File: config.mk
export PLATFORM = sky130hd
export DESIGN_NAME = dda_line_rasterizer_top
export DESIGN_NICKNAME = d
export VERILOG_FILES = /design/src/sv/dlr_pkg.sv /design/src/sv/dda_line_rasterizer_top.sv /design/src/sv/dlr_div.sv /design/src/sv/dlr_datapath.sv /design/src/sv/dlr_ctrl.sv
export SDC_FILE = /design/constraint.sdc
export NUM_CORES = 1
export LEC_CHECK = 0
export ABC_CLOCK_PERIOD_IN_PS = 13100
export BUFFER_PORTS_ARGS = -buffer_cell sky130_fd_sc_hd__clkbuf_2
export CAP_MARGIN = 20
export CORE_MARGIN = 4
export CORE_UTILIZATION = 60
export DETAILED_ROUTE_END_ITERATION = 16
export PLACE_DENSITY_LB_ADDON = 0.15
export SYNTH_ARGS = -nofsm -noshare
export SYNTH_HDL_FRONTEND = slang
export SYNTH_HIERARCHICAL = 1
export SYNTH_SLANG_ARGS = --single-unit
File: constraint.sdc
create_clock -name clk -period 13.1 [get_ports clk]
set_clock_uncertainty 0.05 [all_clocks]
set_input_delay 3.275 -clock clk [delete_from_list [all_inputs] [get_ports clk]]
set_output_delay 3.275 -clock clk [all_outputs]
set_load 0.02 [all_outputs]
File: src/sv/dlr_pkg.sv
// Shared types, codes and constants of the DDA line rasterizer.
package dlr_pkg;

  localparam int DEF_COORD_BITS = 13;
  localparam int DEF_FRAC_BITS  = 16;

  localparam int WIN_BITS     = 13;
  localparam int ADDR_BITS    = 24;
  localparam int COLOR_BITS   = 32;
  localparam int CFG_IDX_BITS = 1;

  localparam logic [WIN_BITS-1:0] WIDTH_RST  = 13'd800;
  localparam logic [WIN_BITS-1:0] HEIGHT_RST = 13'd600;

  localparam logic [CFG_IDX_BITS-1:0] CFG_WIDTH  = 1'd0;
  localparam logic [CFG_IDX_BITS-1:0] CFG_HEIGHT = 1'd1;

  localparam logic ACT_START = 1'b0;
  localparam logic ACT_STEP  = 1'b1;

  typedef enum logic [2:0] {
    ST_IDLE,
    ST_DIV,
    ST_FIN,
    ST_RND,
    ST_OUT
  } state_t;

  typedef struct packed {
    logic load_start;
    logic load_step;
    logic load_none;
    logic div_run;
    logic div_fin;
    logic rnd;
    logic out_load;
  } dlr_cmd_t;

  typedef struct packed {
    logic act_step;
    logic line_active;
    logic div_done;
  } dlr_status_t;

endpackage

File: src/sv/dda_line_rasterizer_top.sv
// Top level of the DDA line rasterizer: controller plus datapath.
//
//   channel | direction | handshake            | payload
//   in_     | into      | in_valid / in_stall  | action, endpoints, line color
//   out_    | out of    | out_valid / out_stall| produced, visible, x, y, address, color, last
//   cfg_    | into      | cfg_we               | cfg_index, cfg_data (window width/height)
//
// A start beat is loaded, then the restoring dividers form the x and y
// increments one quotient bit per cycle, then the increments are rounded,
// the pixel is rounded and the result register is loaded; only after that
// is the next input beat taken. A step beat is loaded, its pixel rounded and
// the result register loaded; a step beat with no active line goes from the
// load straight to the result register. The controller sequence sets this,
// not the result register: the next input beat is taken while a result waits,
// and the block holds in its result stage only while out_stall keeps the
// register full.
// Reset is synchronous, active low; window registers return to 800 x 600.
module dda_line_rasterizer_top import dlr_pkg::*; #(
  parameter int COORD_BITS = DEF_COORD_BITS,
  parameter int FRAC_BITS  = DEF_FRAC_BITS
) (
  input  logic                         clk,
  input  logic                         rst_n,

  input  logic                         in_valid,
  output logic                         in_stall,
  input  logic                         in_action,
  input  logic signed [COORD_BITS-1:0] in_start_x,
  input  logic signed [COORD_BITS-1:0] in_start_y,
  input  logic signed [COORD_BITS-1:0] in_end_x,
  input  logic signed [COORD_BITS-1:0] in_end_y,
  input  logic [COLOR_BITS-1:0]        in_line_color,

  output logic                         out_valid,
  input  logic                         out_stall,
  output logic                         out_produced,
  output logic                         out_visible,
  output logic signed [COORD_BITS-1:0] out_pixel_x,
  output logic signed [COORD_BITS-1:0] out_pixel_y,
  output logic [ADDR_BITS-1:0]         out_address,
  output logic [COLOR_BITS-1:0]        out_pixel_color,
  output logic                         out_last,

  input  logic                         cfg_we,
  input  logic [CFG_IDX_BITS-1:0]      cfg_index,
  input  logic [WIN_BITS-1:0]          cfg_data
);

  // Commands from the controller, status back from the datapath.
  dlr_cmd_t    cmd;
  dlr_status_t status;

  dlr_ctrl u_ctrl (
    .clk       (clk),
    .rst_n     (rst_n),
    .in_valid  (in_valid),
    .in_stall  (in_stall),
    .out_valid (out_valid),
    .out_stall (out_stall),
    .status    (status),
    .cmd       (cmd)
  );

  // Datapath holds the window registers, the line state, both dividers,
  // the pixel rounding and the result register.
  dlr_datapath #(.COORD_BITS(COORD_BITS), .FRAC_BITS(FRAC_BITS)) u_datapath (
    .clk             (clk),
    .rst_n           (rst_n),
    .cmd             (cmd),
    .status          (status),
    .in_action       (in_action),
    .in_start_x      (in_start_x),
    .in_start_y      (in_start_y),
    .in_end_x        (in_end_x),
    .in_end_y        (in_end_y),
    .in_line_color   (in_line_color),
    .cfg_we          (cfg_we),
    .cfg_index       (cfg_index),
    .cfg_data        (cfg_data),
    .out_produced    (out_produced),
    .out_visible     (out_visible),
    .out_pixel_x     (out_pixel_x),
    .out_pixel_y     (out_pixel_y),
    .out_address     (out_address),
    .out_pixel_color (out_pixel_color),
    .out_last        (out_last)
  );

endmodule

File: src/sv/dlr_div.sv
// Restoring divider for one axis increment, one quotient bit per cycle.
module dlr_div import dlr_pkg::*; #(
  parameter int COORD_BITS = DEF_COORD_BITS,
  parameter int FRAC_BITS  = DEF_FRAC_BITS
) (
  input  logic                  clk,
  input  logic                  init,
  input  logic                  run,
  input  logic [COORD_BITS-1:0] mag,
  input  logic [COORD_BITS-1:0] divisor,
  output logic [FRAC_BITS:0]    q_round
);

  logic [COORD_BITS:0]   rem_r, rem_nxt;
  logic [FRAC_BITS:0]    q_r, q_nxt;
  logic                  ge;
  logic [COORD_BITS:0]   rem_sub;
  logic [COORD_BITS-1:0] rem_left;

  // ge doubles as the round-up test once all bits are done:
  // the final remainder is held doubled.
  assign ge       = rem_r >= {1'b0, divisor};
  assign rem_sub  = rem_r - {1'b0, divisor};
  assign rem_left = ge ? rem_sub[COORD_BITS-1:0] : rem_r[COORD_BITS-1:0];
  assign q_round  = q_r + (FRAC_BITS+1)'(ge);

  always_comb begin
    rem_nxt = rem_r;
    q_nxt   = q_r;
    if (init) begin
      rem_nxt = {1'b0, mag};
      q_nxt   = '0;
    end else if (run) begin
      rem_nxt = {rem_left, 1'b0};
      q_nxt   = {q_r[FRAC_BITS-1:0], ge};
    end
  end

  always_ff @(posedge clk) begin
    rem_r <= rem_nxt;
    q_r   <= q_nxt;
  end

endmodule

File: src/sv/dlr_datapath.sv
// Datapath: window registers, line state, dividers, rounding and result register.
module dlr_datapath import dlr_pkg::*; #(
  parameter int COORD_BITS = DEF_COORD_BITS,
  parameter int FRAC_BITS  = DEF_FRAC_BITS
) (
  input  logic                         clk,
  input  logic                         rst_n,
  input  dlr_cmd_t                     cmd,
  output dlr_status_t                  status,
  input  logic                         in_action,
  input  logic signed [COORD_BITS-1:0] in_start_x,
  input  logic signed [COORD_BITS-1:0] in_start_y,
  input  logic signed [COORD_BITS-1:0] in_end_x,
  input  logic signed [COORD_BITS-1:0] in_end_y,
  input  logic [COLOR_BITS-1:0]        in_line_color,
  input  logic                         cfg_we,
  input  logic [CFG_IDX_BITS-1:0]      cfg_index,
  input  logic [WIN_BITS-1:0]          cfg_data,
  output logic                         out_produced,
  output logic                         out_visible,
  output logic signed [COORD_BITS-1:0] out_pixel_x,
  output logic signed [COORD_BITS-1:0] out_pixel_y,
  output logic [ADDR_BITS-1:0]         out_address,
  output logic [COLOR_BITS-1:0]        out_pixel_color,
  output logic                         out_last
);

  localparam int POS_W  = COORD_BITS + 1 + FRAC_BITS;
  localparam int STEP_W = FRAC_BITS + 2;
  localparam int CNT_W  = $clog2(FRAC_BITS + 1);
  localparam int MUL_W  = WIN_BITS + COORD_BITS + 1;
  localparam int PROD_W = (MUL_W > ADDR_BITS) ? MUL_W : ADDR_BITS;
  localparam int CMP_W  = (COORD_BITS > WIN_BITS) ? COORD_BITS : WIN_BITS;
  localparam logic [POS_W-1:0] HALF    = POS_W'(1) << (FRAC_BITS - 1);
  localparam logic [POS_W-1:0] HALF_LO = HALF - POS_W'(1);
  localparam logic [CNT_W-1:0] CNT_END = CNT_W'(FRAC_BITS);

  logic [WIN_BITS-1:0] win_width_r, win_width_nxt;
  logic [WIN_BITS-1:0] win_height_r, win_height_nxt;

  logic signed [POS_W-1:0]  pos_x_r, pos_x_nxt, pos_y_r, pos_y_nxt;
  logic signed [STEP_W-1:0] step_x_r, step_x_nxt, step_y_r, step_y_nxt;
  logic [COORD_BITS-1:0]    longest_r, longest_nxt;
  logic                     neg_x_r, neg_x_nxt, neg_y_r, neg_y_nxt;
  logic [COORD_BITS-1:0]    steps_left_r, steps_left_nxt;
  logic                     line_active_r, line_active_nxt;
  logic                     last_r, last_nxt;
  logic                     produce_r, produce_nxt;
  logic [COLOR_BITS-1:0]    color_r, color_nxt;
  logic [CNT_W-1:0]         div_cnt_r, div_cnt_nxt;
  logic signed [COORD_BITS:0] px_r, px_nxt, py_r, py_nxt;

  logic                         out_produced_r, out_produced_nxt;
  logic                         out_visible_r, out_visible_nxt;
  logic signed [COORD_BITS-1:0] out_pixel_x_r, out_pixel_x_nxt;
  logic signed [COORD_BITS-1:0] out_pixel_y_r, out_pixel_y_nxt;
  logic [ADDR_BITS-1:0]         out_address_r, out_address_nxt;
  logic [COLOR_BITS-1:0]        out_pixel_color_r, out_pixel_color_nxt;
  logic                         out_last_r, out_last_nxt;

  logic signed [COORD_BITS:0] dx, dy, ndx, ndy;
  logic [COORD_BITS-1:0]      mag_x, mag_y, longest_in;
  logic [FRAC_BITS:0]         q_round_x, q_round_y;
  logic signed [STEP_W-1:0]   qx_s, qy_s;
  logic [POS_W-1:0]           rx_sum, ry_sum;
  logic                       vis;
  logic [PROD_W-1:0]          prod;

  // Endpoint deltas and the longest side, straight from the input beat.
  assign dx         = (COORD_BITS+1)'(in_end_x) - (COORD_BITS+1)'(in_start_x);
  assign dy         = (COORD_BITS+1)'(in_end_y) - (COORD_BITS+1)'(in_start_y);
  assign ndx        = -dx;
  assign ndy        = -dy;
  assign mag_x      = dx[COORD_BITS] ? ndx[COORD_BITS-1:0] : dx[COORD_BITS-1:0];
  assign mag_y      = dy[COORD_BITS] ? ndy[COORD_BITS-1:0] : dy[COORD_BITS-1:0];
  assign longest_in = (mag_x >= mag_y) ? mag_x : mag_y;

  dlr_div #(.COORD_BITS(COORD_BITS), .FRAC_BITS(FRAC_BITS)) u_div_x (
    .clk     (clk),
    .init    (cmd.load_start),
    .run     (cmd.div_run),
    .mag     (mag_x),
    .divisor (longest_r),
    .q_round (q_round_x)
  );

  dlr_div #(.COORD_BITS(COORD_BITS), .FRAC_BITS(FRAC_BITS)) u_div_y (
    .clk     (clk),
    .init    (cmd.load_start),
    .run     (cmd.div_run),
    .mag     (mag_y),
    .divisor (longest_r),
    .q_round (q_round_y)
  );

  assign qx_s = $signed({1'b0, q_round_x});
  assign qy_s = $signed({1'b0, q_round_y});

  // Round half away from zero in one add: bias by half, or half minus one
  // for negative positions, then floor.
  assign rx_sum = pos_x_r + (pos_x_r[POS_W-1] ? HALF_LO : HALF);
  assign ry_sum = pos_y_r + (pos_y_r[POS_W-1] ? HALF_LO : HALF);

  assign vis = !px_r[COORD_BITS] && !py_r[COORD_BITS] &&
               (CMP_W'(px_r[COORD_BITS-1:0]) < CMP_W'(win_width_r)) &&
               (CMP_W'(py_r[COORD_BITS-1:0]) < CMP_W'(win_height_r));
  assign prod = PROD_W'(win_width_r) * PROD_W'(py_r[COORD_BITS-1:0]);

  assign status.act_step    = (in_action == ACT_STEP);
  assign status.line_active = line_active_r;
  assign status.div_done    = (div_cnt_r == CNT_END);

  always_comb begin
    win_width_nxt  = win_width_r;
    win_height_nxt = win_height_r;
    if (cfg_we) begin
      case (cfg_index)
        CFG_WIDTH:  win_width_nxt  = cfg_data;
        CFG_HEIGHT: win_height_nxt = cfg_data;
        default: ;
      endcase
    end
  end

  always_comb begin
    pos_x_nxt       = pos_x_r;
    pos_y_nxt       = pos_y_r;
    step_x_nxt      = step_x_r;
    step_y_nxt      = step_y_r;
    longest_nxt     = longest_r;
    neg_x_nxt       = neg_x_r;
    neg_y_nxt       = neg_y_r;
    steps_left_nxt  = steps_left_r;
    line_active_nxt = line_active_r;
    last_nxt        = last_r;
    produce_nxt     = produce_r;
    color_nxt       = color_r;
    div_cnt_nxt     = div_cnt_r;
    px_nxt          = px_r;
    py_nxt          = py_r;
    if (cmd.load_start) begin
      pos_x_nxt       = {(COORD_BITS+1)'(in_start_x), {FRAC_BITS{1'b0}}};
      pos_y_nxt       = {(COORD_BITS+1)'(in_start_y), {FRAC_BITS{1'b0}}};
      longest_nxt     = longest_in;
      neg_x_nxt       = dx[COORD_BITS];
      neg_y_nxt       = dy[COORD_BITS];
      steps_left_nxt  = longest_in;
      line_active_nxt = (longest_in != '0);
      last_nxt        = (longest_in == '0);
      produce_nxt     = 1'b1;
      color_nxt       = in_line_color;
      div_cnt_nxt     = '0;
    end
    if (cmd.load_step) begin
      steps_left_nxt  = steps_left_r - COORD_BITS'(1);
      last_nxt        = (steps_left_r == COORD_BITS'(1));
      line_active_nxt = (steps_left_r != COORD_BITS'(1));
      produce_nxt     = 1'b1;
    end
    if (cmd.load_none) begin
      produce_nxt = 1'b0;
    end
    if (cmd.div_run) begin
      div_cnt_nxt = div_cnt_r + CNT_W'(1);
    end
    if (cmd.div_fin) begin
      // A zero-length line has no valid quotient: hold still.
      if (longest_r == '0) begin
        step_x_nxt = '0;
        step_y_nxt = '0;
      end else begin
        step_x_nxt = neg_x_r ? -qx_s : qx_s;
        step_y_nxt = neg_y_r ? -qy_s : qy_s;
      end
    end
    if (cmd.rnd) begin
      px_nxt    = rx_sum[POS_W-1:FRAC_BITS];
      py_nxt    = ry_sum[POS_W-1:FRAC_BITS];
      pos_x_nxt = pos_x_r + POS_W'(step_x_r);
      pos_y_nxt = pos_y_r + POS_W'(step_y_r);
    end
  end

  always_comb begin
    out_produced_nxt    = out_produced_r;
    out_visible_nxt     = out_visible_r;
    out_pixel_x_nxt     = out_pixel_x_r;
    out_pixel_y_nxt     = out_pixel_y_r;
    out_address_nxt     = out_address_r;
    out_pixel_color_nxt = out_pixel_color_r;
    out_last_nxt        = out_last_r;
    if (cmd.out_load) begin
      if (produce_r) begin
        out_produced_nxt    = 1'b1;
        out_visible_nxt     = vis;
        out_pixel_x_nxt     = px_r[COORD_BITS-1:0];
        out_pixel_y_nxt     = py_r[COORD_BITS-1:0];
        out_address_nxt     = vis ? ADDR_BITS'(prod + PROD_W'(px_r[COORD_BITS-1:0])) : '0;
        out_pixel_color_nxt = color_r;
        out_last_nxt        = last_r;
      end else begin
        out_produced_nxt    = 1'b0;
        out_visible_nxt     = 1'b0;
        out_pixel_x_nxt     = '0;
        out_pixel_y_nxt     = '0;
        out_address_nxt     = '0;
        out_pixel_color_nxt = '0;
        out_last_nxt        = 1'b0;
      end
    end
  end

  always_ff @(posedge clk) begin
    if (!rst_n) begin
      win_width_r   <= WIDTH_RST;
      win_height_r  <= HEIGHT_RST;
      steps_left_r  <= '0;
      line_active_r <= 1'b0;
      last_r        <= 1'b0;
      produce_r     <= 1'b0;
      div_cnt_r     <= '0;
    end else begin
      win_width_r   <= win_width_nxt;
      win_height_r  <= win_height_nxt;
      steps_left_r  <= steps_left_nxt;
      line_active_r <= line_active_nxt;
      last_r        <= last_nxt;
      produce_r     <= produce_nxt;
      div_cnt_r     <= div_cnt_nxt;
    end
  end

  always_ff @(posedge clk) begin
    pos_x_r           <= pos_x_nxt;
    pos_y_r           <= pos_y_nxt;
    step_x_r          <= step_x_nxt;
    step_y_r          <= step_y_nxt;
    longest_r         <= longest_nxt;
    neg_x_r           <= neg_x_nxt;
    neg_y_r           <= neg_y_nxt;
    color_r           <= color_nxt;
    px_r              <= px_nxt;
    py_r              <= py_nxt;
    out_produced_r    <= out_produced_nxt;
    out_visible_r     <= out_visible_nxt;
    out_pixel_x_r     <= out_pixel_x_nxt;
    out_pixel_y_r     <= out_pixel_y_nxt;
    out_address_r     <= out_address_nxt;
    out_pixel_color_r <= out_pixel_color_nxt;
    out_last_r        <= out_last_nxt;
  end

  assign out_produced    = out_produced_r;
  assign out_visible     = out_visible_r;
  assign out_pixel_x     = out_pixel_x_r;
  assign out_pixel_y     = out_pixel_y_r;
  assign out_address     = out_address_r;
  assign out_pixel_color = out_pixel_color_r;
  assign out_last        = out_last_r;

endmodule

File: src/sv/dlr_ctrl.sv
// Controller: sequences start, divide, round and result beats.
module dlr_ctrl import dlr_pkg::*; (
  input  logic        clk,
  input  logic        rst_n,
  input  logic        in_valid,
  output logic        in_stall,
  output logic        out_valid,
  input  logic        out_stall,
  input  dlr_status_t status,
  output dlr_cmd_t    cmd
);

  state_t state_r, state_nxt;
  logic   out_valid_r, out_valid_nxt;
  logic   out_free;

  assign out_free  = !out_valid_r || !out_stall;
  assign in_stall  = (state_r != ST_IDLE);
  assign out_valid = out_valid_r;

  always_comb begin
    state_nxt = state_r;
    case (state_r)
      ST_IDLE: begin
        if (in_valid) begin
          if (!status.act_step) begin
            state_nxt = ST_DIV;
          end else if (status.line_active) begin
            state_nxt = ST_RND;
          end else begin
            state_nxt = ST_OUT;
          end
        end
      end
      ST_DIV: begin
        if (status.div_done) begin
          state_nxt = ST_FIN;
        end
      end
      ST_FIN: state_nxt = ST_RND;
      ST_RND: state_nxt = ST_OUT;
      ST_OUT: begin
        if (out_free) begin
          state_nxt = ST_IDLE;
        end
      end
      default: state_nxt = ST_IDLE;
    endcase
  end

  always_comb begin
    cmd = '0;
    case (state_r)
      ST_IDLE: begin
        if (in_valid) begin
          if (!status.act_step) begin
            cmd.load_start = 1'b1;
          end else if (status.line_active) begin
            cmd.load_step = 1'b1;
          end else begin
            cmd.load_none = 1'b1;
          end
        end
      end
      ST_DIV:  cmd.div_run  = 1'b1;
      ST_FIN:  cmd.div_fin  = 1'b1;
      ST_RND:  cmd.rnd      = 1'b1;
      ST_OUT:  cmd.out_load = out_free;
      default: cmd = '0;
    endcase
  end

  assign out_valid_nxt = cmd.out_load || (out_valid_r && out_stall);

  always_ff @(posedge clk) begin
    if (!rst_n) begin
      state_r     <= ST_IDLE;
      out_valid_r <= 1'b0;
    end else begin
      state_r     <= state_nxt;
      out_valid_r <= out_valid_nxt;
    end
  end

`ifndef SYNTH
  a_accept_leaves_idle: assert property (@(posedge clk) disable iff (!rst_n)
    (in_valid && !in_stall) |=> in_stall)
    else $error("input beat accepted but block stayed idle");

  a_div_to_fin: assert property (@(posedge clk) disable iff (!rst_n)
    (state_r == ST_DIV && status.div_done) |=> (state_r == ST_FIN))
    else $error("divider finished without rounding the increments");

  a_rnd_to_out: assert property (@(posedge clk) disable iff (!rst_n)
    (state_r == ST_RND) |=> (state_r == ST_OUT))
    else $error("rounded pixel not sent to the result stage");

  a_valid_from_load: assert property (@(posedge clk) disable iff (!rst_n)
    $rose(out_valid_r) |-> $past(cmd.out_load))
    else $error("result valid raised without a result load");
`endif

endmodule

==> results of run 1 <==
## cell usage after synthesis, types with 7 or more instances
cell and count:
sky130_fd_sc_hd__a211o_1 8, sky130_fd_sc_hd__a211oi_1 18, sky130_fd_sc_hd__a21o_1 59, sky130_fd_sc_hd__a21oi_1 163
sky130_fd_sc_hd__a31oi_1 25, sky130_fd_sc_hd__a41oi_1 7, sky130_fd_sc_hd__and2_1 145, sky130_fd_sc_hd__and3_1 34
sky130_fd_sc_hd__and4_1 13, sky130_fd_sc_hd__buf_1 8, sky130_fd_sc_hd__clkbuf_1 77, sky130_fd_sc_hd__dfxtp_1 87
sky130_fd_sc_hd__edfxtp_1 282, sky130_fd_sc_hd__fa_1 135, sky130_fd_sc_hd__ha_1 268, sky130_fd_sc_hd__inv_1 326
sky130_fd_sc_hd__mux2_2 26, sky130_fd_sc_hd__mux2_4 9, sky130_fd_sc_hd__mux2i_1 53, sky130_fd_sc_hd__nand2_1 260
sky130_fd_sc_hd__nand2b_1 32, sky130_fd_sc_hd__nand3_1 57, sky130_fd_sc_hd__nand4_1 15, sky130_fd_sc_hd__nor2_1 215
sky130_fd_sc_hd__nor2b_1 32, sky130_fd_sc_hd__nor3_1 47, sky130_fd_sc_hd__nor3b_1 16, sky130_fd_sc_hd__nor4_1 11
sky130_fd_sc_hd__o211ai_1 18, sky130_fd_sc_hd__o21a_1 24, sky130_fd_sc_hd__o21ai_0 88, sky130_fd_sc_hd__o21bai_1 15
sky130_fd_sc_hd__o31ai_1 20, sky130_fd_sc_hd__o41ai_1 10, sky130_fd_sc_hd__or2_2 9, sky130_fd_sc_hd__or3_1 20
sky130_fd_sc_hd__or4_1 10, sky130_fd_sc_hd__xnor2_1 116, sky130_fd_sc_hd__xor2_1 99
## final cells by class
type / count / share of cell area (%)
clock buffers: 47 / 3.44
flip-flops and latches: 369 / 31.9
inverters: 330 / 3.88
repair buffers: 205 / 3.33
clock inverters: 30 / 1.12
multi-input cells: 2183 / 53.9
well taps: 615 / 2.41
diodes: 1 / 0.00783
## worst max path at each step
stage	to	slack, ns	depth (start not counted)
floorplan	u_datapath/out_address[0]	5.19	1
global placement	u_datapath/line_active_r	4.97	22
detailed placement	u_datapath/line_active_r	4.78	20
CTS	u_datapath/line_active_r	5.37	19
global route	u_datapath/line_active_r	4.82	19
finish	u_datapath/line_active_r	5.26	19
## layout by cell type, fill, tap and decap left out, drive strengths merged, types with 13 or more instances in the layout
cell type / count
a31oi: 25
xor2: 99
edfxtp: 282
and4: 13
o211ai: 19
a211oi: 19
clkbuf: 237
nand3: 59
o21ai: 92
nor3: 47
o21a: 25
nor3b: 17
a21o: 59
xnor2: 116
nand2b: 32
and3: 35
o31ai: 20
fa: 135
or3: 21
nor2b: 32
nor2: 216
o21bai: 15
dfxtp: 87
nand2: 260
clkinv: 17
buf: 15
nand4: 15
and2: 145
inv: 333
a21oi: 164
mux2: 35
mux2i: 53
ha: 268
## kinds of logic after synthesis
logic type	Yosys count	share of synthesized area (%)
AOI/OAI and AO/OA	538	12.4
xor gates and xnor gates	215	6.49
adders and majority gates	403	20.9
buffers and inverters	425	5.61
DFF	369	35.2
muxes	88	3.30
and+or+nand+nor	939	16.2
## metal layers
layer | wire length, um | track usage (%) | up-vias
met5 | 0 | 0 | -
met4 | 1620 | 7.14 | 0
met3 | 3850 | 3.82 | 114
met2 | 33800 | 45.2 | 674
met1 | 30300 | 34.8 | 10800
li1 | - | - | 10700
## power breakdown
part	switching [W]	leakage (nW)	total (W)	internal, W
Clock	0.000503	0.701	0.00123	0.000732
Combinational	0.00127	10.1	0.00223	0.000959
Sequential	0.000107	3.28	0.00157	0.00146
## registers in the layout (all words and copies together), names as in the netlist, 17 cells and up
register	cells
u_datapath/step_x_r	18
u_datapath/step_y_r	18
u_datapath/out_pixel_color	32
u_datapath/color_r	32
u_datapath/pos_y_r	30
u_datapath/u_div_y/q_r	17
u_datapath/out_address	24
u_datapath/pos_x_r	30
u_datapath/u_div_x/q_r	17
## per-stage QoR
stage | power (W) | utilization [%] | area, um^2 | setup WS (ns)
global placement | 0.00372 | 63.9 | 30500 | 4.97
CTS | 0.00504 | 66.9 | 32000 | 5.37
finish | 0.00503 | 66.9 | 32000 | 5.26
floorplan | 0.00330 | - | 29000 | 5.19
detailed placement | 0.00378 | 63.9 | 30500 | 4.78
global route | 0.00538 | 66.9 | 32000 | 4.82
## worst max-delay path, cell delays in order
cell and delay (ns):
sky130_fd_sc_hd__clkbuf_2 0.10, sky130_fd_sc_hd__ha_1 0.23, sky130_fd_sc_hd__fa_1 0.41, sky130_fd_sc_hd__nand2b_1 0.19, sky130_fd_sc_hd__a21oi_1 0.42, sky130_fd_sc_hd__nor4b_1 0.14, sky130_fd_sc_hd__a2111o_1 0.37, sky130_fd_sc_hd__nor3_1 0.31
sky130_fd_sc_hd__a41oi_1 0.19, sky130_fd_sc_hd__xor2_1 0.44, sky130_fd_sc_hd__ha_1 0.34, sky130_fd_sc_hd__a2111o_1 0.39, sky130_fd_sc_hd__nor3_1 0.17, sky130_fd_sc_hd__a21oi_1 0.09, sky130_fd_sc_hd__buf_4 0.21, sky130_fd_sc_hd__a211oi_1 0.32
sky130_fd_sc_hd__a22oi_1 0.17, sky130_fd_sc_hd__nor4_1 0.32, sky130_fd_sc_hd__a311oi_2 0.15
==> impl_metrics.ini, run 1 <==
[power_and_ir_drop]
power.density_nw_per_um2 = 157
power.leakage_nw = 14.0
max-vdd-ir-drop_mv = 0.166

[timing]
finalHoldViolCount = 0
hold_slack_ns = 0.406
timing.setup.tns_ns = 0
slew_viol_final = 0
final_period_minus_worst_setup_slack_ns = 7.84
setup_viol = 0
measured_slew_at_the_worst_slew_check_pin_ns = 1.01
unrepaired_setup_endpoints_after_global_routing = false
maxSlewHeadroom_pct = 32.1
achievable-frequency_mhz = 128
post-route-period-util_pct = 59.8

[synthesis]
post_synth_instance_area_um2 = 29000
synth-seq-cells = 369
synth.yosys.seq_area_share_pct = 35.2
synth.avg_cell_area_um2 = 9.75
netlist.area_leader.share_pct = 29.2
synthFlopType = sky130_fd_sc_hd__edfxtp_1
asyncSetResetFlopFracSynth_pct = 0
number_of_flops_mapped_to_enable_cells_by_yosys = 282
synth_cell_types = 93
yosys-top-cells-area = sky130_fd_sc_hd__edfxtp_1, sky130_fd_sc_hd__ha_1, sky130_fd_sc_hd__fa_1, sky130_fd_sc_hd__dfxtp_1, sky130_fd_sc_hd__inv_1
synth_fp_nets = 3484
yosysWarnings = 6
syn_inst_count = 2977
synth_top_cell_by_area = sky130_fd_sc_hd__edfxtp_1

[place]
post-dp-hpwl_um = 52100
io_buffers = 190
place.gp.congestion = 0.914
place.detailed.instances = 3701

[die]
die_h_um = 228
core_area_um2 = 47700
floorplan.initialDensity_pct = 60.8
fp-row-count = 80
dieWidth_um = 228
die_area_um2 = 51900
num_io_pins = 191

[cells_and_area]
multi_input_area_um2 = 17200
fill_cells = 3823
num-nets-final = 3638
drive_gt1_share_pct = 11.3
layout-area-overhead-vs-synth_pct = 10.1
layout.area.seq_um2 = 10200
stdcell_count = 3780

[setup_path]
critical_path_class = input port to register
crit_path_start_kind = input port
worst_ep_required_time_ns = 13.49
timing.reg2reg.worst_path_depth = 19
crit_fanout = 20
cp_data_arrival_time_ns = 8.23
crit-reg2reg-launch = u_datapath/py_r[11]
rrSetupSlack_ns = 5.99
reg_to_reg_end = u_datapath/out_address[21]
setup.worst_path.end_class = register
timing_startpoint_of_the_critical_path = in_start_x[0]

[detailed_routing]
drt_first_iter_violations = 1626
route.vias.total = 22200
route.final.wire_length_um = 69600
drt-vias-per-instance = 5.88
final_antenna_net_count = 0
post_route_drc_violation_count = 0
firstDrtPassIters = 6
detail_route.wl_per_cell_um = 18.4

[global_route]
grt_pass1_wl_um = 113000
grt_overflow = 0
number_of_global_route_vias_before_repair = 22300
globalRouteTotalUtil_pct = 26.2
antenna_violations_before_repair = 0
pin_count_of_the_biggest_net_entering_global_routing = 86

[job]
maxCapViolCount = 0

[clock_network]
cts_hold_buffers = 0
worst_setup_hold_path_clk_slew_ns = 0.06
tritoncts = yes
resized_gates_after_cts = 0
clock_tree.htree_level_count = 2
clock_tree.buffer_depth = 3
clock_insertion_delay_worst_skew_ns = 0.58
cts.sinks = 369
cts.repair_timing.setup_buffer_count = 0
clk_root_buffer_cell = sky130_fd_sc_hd__clkbuf_16
cts-buffers-inserted = 42

[min_path]
hold_path_depth = 2
worst_hold_startpoint = u_datapath/win_height_r[12]
worst_hold_endpoint = u_datapath/win_height_r[12]
worstHoldPathType = register to register

[run_status]
run_status = finished clean
Note: power is estimated with default switching activity, not from simulation.
==> run 2: changes to the inputs <==
--- a/config.mk
+++ b/config.mk
@@ -5,7 +5,7 @@
 export SDC_FILE = /design/constraint.sdc
 export NUM_CORES = 1
 export LEC_CHECK = 0
-export ABC_CLOCK_PERIOD_IN_PS = 13100
+export ABC_CLOCK_PERIOD_IN_PS = 7550
 export BUFFER_PORTS_ARGS = -buffer_cell sky130_fd_sc_hd__clkbuf_2
 export CAP_MARGIN = 20
 export CORE_MARGIN = 4
==> constraint.sdc (replaced) <==
create_clock -name clk -period 7.55 [get_ports clk]
set_clock_uncertainty 0.05 [all_clocks]
set_input_delay 1.8875 -clock clk [delete_from_list [all_inputs] [get_ports clk]]
set_output_delay 1.8875 -clock clk [all_outputs]
set_load 0.02 [all_outputs]
==> impl_metrics.ini, run 2 (synthesis results as in run 1) <==
[global_route]
grt_overflow = 0
pin_count_of_the_biggest_net_entering_global_routing = 63
grt_pass1_wl_um = 113000
number_of_global_route_vias_before_repair = 22500
globalRouteTotalUtil_pct = 26.4
antenna_violations_before_repair = 1

[timing]
post-route-period-util_pct = 91.9
finalHoldViolCount = 0
final_period_minus_worst_setup_slack_ns = 6.94
setup_viol = 0
achievable-frequency_mhz = 144
timing.setup.tns_ns = 0
slew_viol_final = 0
unrepaired_setup_endpoints_after_global_routing = false
maxSlewHeadroom_pct = 36.1
measured_slew_at_the_worst_slew_check_pin_ns = 0.956

[detailed_routing]
route.final.wire_length_um = 69800
detail_route.wl_per_cell_um = 18.4
firstDrtPassIters = 7
route.vias.total = 22200
post_route_drc_violation_count = 0
drt-vias-per-instance = 5.86
final_antenna_net_count = 0
drt_first_iter_violations = 1446

[die]
fp-row-count = 80
die_area_um2 = 51900
num_io_pins = 191
die_h_um = 228
core_area_um2 = 47700
floorplan.initialDensity_pct = 60.8
dieWidth_um = 228

[cells_and_area]
antennaDiodeCount = 0
fill_cells = 3767
num-nets-final = 3647
layout_common_cells = sky130_fd_sc_hd__inv_1, sky130_fd_sc_hd__edfxtp_1, sky130_fd_sc_hd__ha_1, sky130_fd_sc_hd__nand2_1, sky130_fd_sc_hd__nor2_1
layout.area.seq_um2 = 10200
multi_input_area_um2 = 17200
layout.cells.most_common = sky130_fd_sc_hd__inv_1
drive_gt1_share_pct = 11.4
layout-area-overhead-vs-synth_pct = 10.2
design_area_um2 = 32000

[min_path]
worstHoldPathType = register to register
hold_path_depth = 2

[place]
place_area_um2 = 30600
io_buffers = 190
place.gp.congestion = 0.944
post-dp-hpwl_um = 52900

[clock_network]
clk_root_buffer_cell = sky130_fd_sc_hd__clkbuf_16
cts.sinks = 369
cts-buffers-inserted = 42
worst_setup_hold_path_clk_slew_ns = 0.06
resized_gates_after_cts = 0
cts_hold_buffers = 0
tritoncts = yes
cts.repair_timing.setup_buffer_count = 0
clock_tree.buffer_depth = 3
clock_insertion_delay_worst_skew_ns = 0.59
clock_tree.htree_level_count = 2

[setup_path]
cp_data_arrival_time_ns = 7.26
setup.worst_path.end_class = register
crit_path_start_kind = register
timing.reg2reg.worst_path_depth = 21
worst_ep_required_time_ns = 7.87
crit_fanout = 15
critical_path_class = register to register

[power_and_ir_drop]
max-vdd-ir-drop_mv = 0.310
power.leakage_nw = 14.1
power.density_nw_per_um2 = 272

[job]
maxCapViolCount = 0

[run_status]
run_status = finished clean
## run 2: final timing paths
path	startpoint	endpoint	slack, ns
worst max-delay path	u_datapath/py_r[4]	u_datapath/out_address[21]	0.61
worst min-delay path	u_datapath/win_height_r[10]	u_datapath/win_height_r[10]	0.41
worst max register to register	u_datapath/py_r[4]	u_datapath/out_address[21]	0.61
worst min register to register	u_datapath/win_height_r[10]	u_datapath/win_height_r[10]	0.41
## run 2: power by group
group / internal [W] / total [W] / leakage, nW / switching, W
Sequential: 0.00253 / 0.00271 / 3.28 / 0.000181
Combinational: 0.00167 / 0.00388 / 10.1 / 0.00221
Clock: 0.00121 / 0.00209 / 0.683 / 0.000886
## run 2: per-layer routing
layer | wire (um) | track usage (%) | vias up
li1 | - | - | 10700
met1 | 29500 | 34.3 | 10600
met2 | 33000 | 44.3 | 719
met3 | 4580 | 4.57 | 167
met4 | 2710 | 10.3 | 0
met5 | 0 | 0 | -
## run 2: through the flow
| stage | power (W) | instances | worst slack, ns | utilization (%) | hold WS (ns) |
|---|---|---|---|---|---|
| 3_5_place_dp | 0.00657 | 3710 | 0.667 | 64.0 | 0.400 |
| 5_1_grt | 0.00932 | 3789 | 0.178 | 67.0 | 0.433 |
| 2_1_floorplan | 0.00573 | 2977 | 1.03 | - | 0.386 |
| 4_1_cts | 0.00871 | 3788 | 0.626 | 66.9 | 0.408 |
| 6_report | 0.00869 | 3789 | 0.609 | 67.0 | 0.408 |
| 3_3_place_gp | 0.00646 | 3710 | 0.783 | 64.0 | 0.394 |
## run 2: layout make-up
cell class	count	area share, %
multi-input cells	2183	53.8
clock inverters	19	0.841
well taps	615	2.41
flip-flops and latches	369	31.9
clock buffers	59	3.55
inverters	330	3.88
repair buffers	214	3.56
## run 2: critical path: stages (launching register included)
cell                        delay (ns)
sky130_fd_sc_hd__edfxtp_1         0.84
sky130_fd_sc_hd__nand2_1          0.18
sky130_fd_sc_hd__fa_1             0.49
sky130_fd_sc_hd__fa_1             0.53
sky130_fd_sc_hd__fa_1             0.45
sky130_fd_sc_hd__fa_1             0.54
sky130_fd_sc_hd__inv_1            0.06
sky130_fd_sc_hd__fa_1             0.54
sky130_fd_sc_hd__inv_1            0.05
sky130_fd_sc_hd__fa_1             0.50
sky130_fd_sc_hd__inv_1            0.04
sky130_fd_sc_hd__ha_1             0.37
sky130_fd_sc_hd__a21o_1           0.14
sky130_fd_sc_hd__a21oi_1          0.06
sky130_fd_sc_hd__nor2b_1          0.15
sky130_fd_sc_hd__o21ai_0          0.10
sky130_fd_sc_hd__nand2b_1         0.09
sky130_fd_sc_hd__a21oi_1          0.08
sky130_fd_sc_hd__a311oi_1         0.77
sky130_fd_sc_hd__a21o_1           0.22
sky130_fd_sc_hd__a211oi_1         0.07
sky130_fd_sc_hd__a2111oi_0        0.38
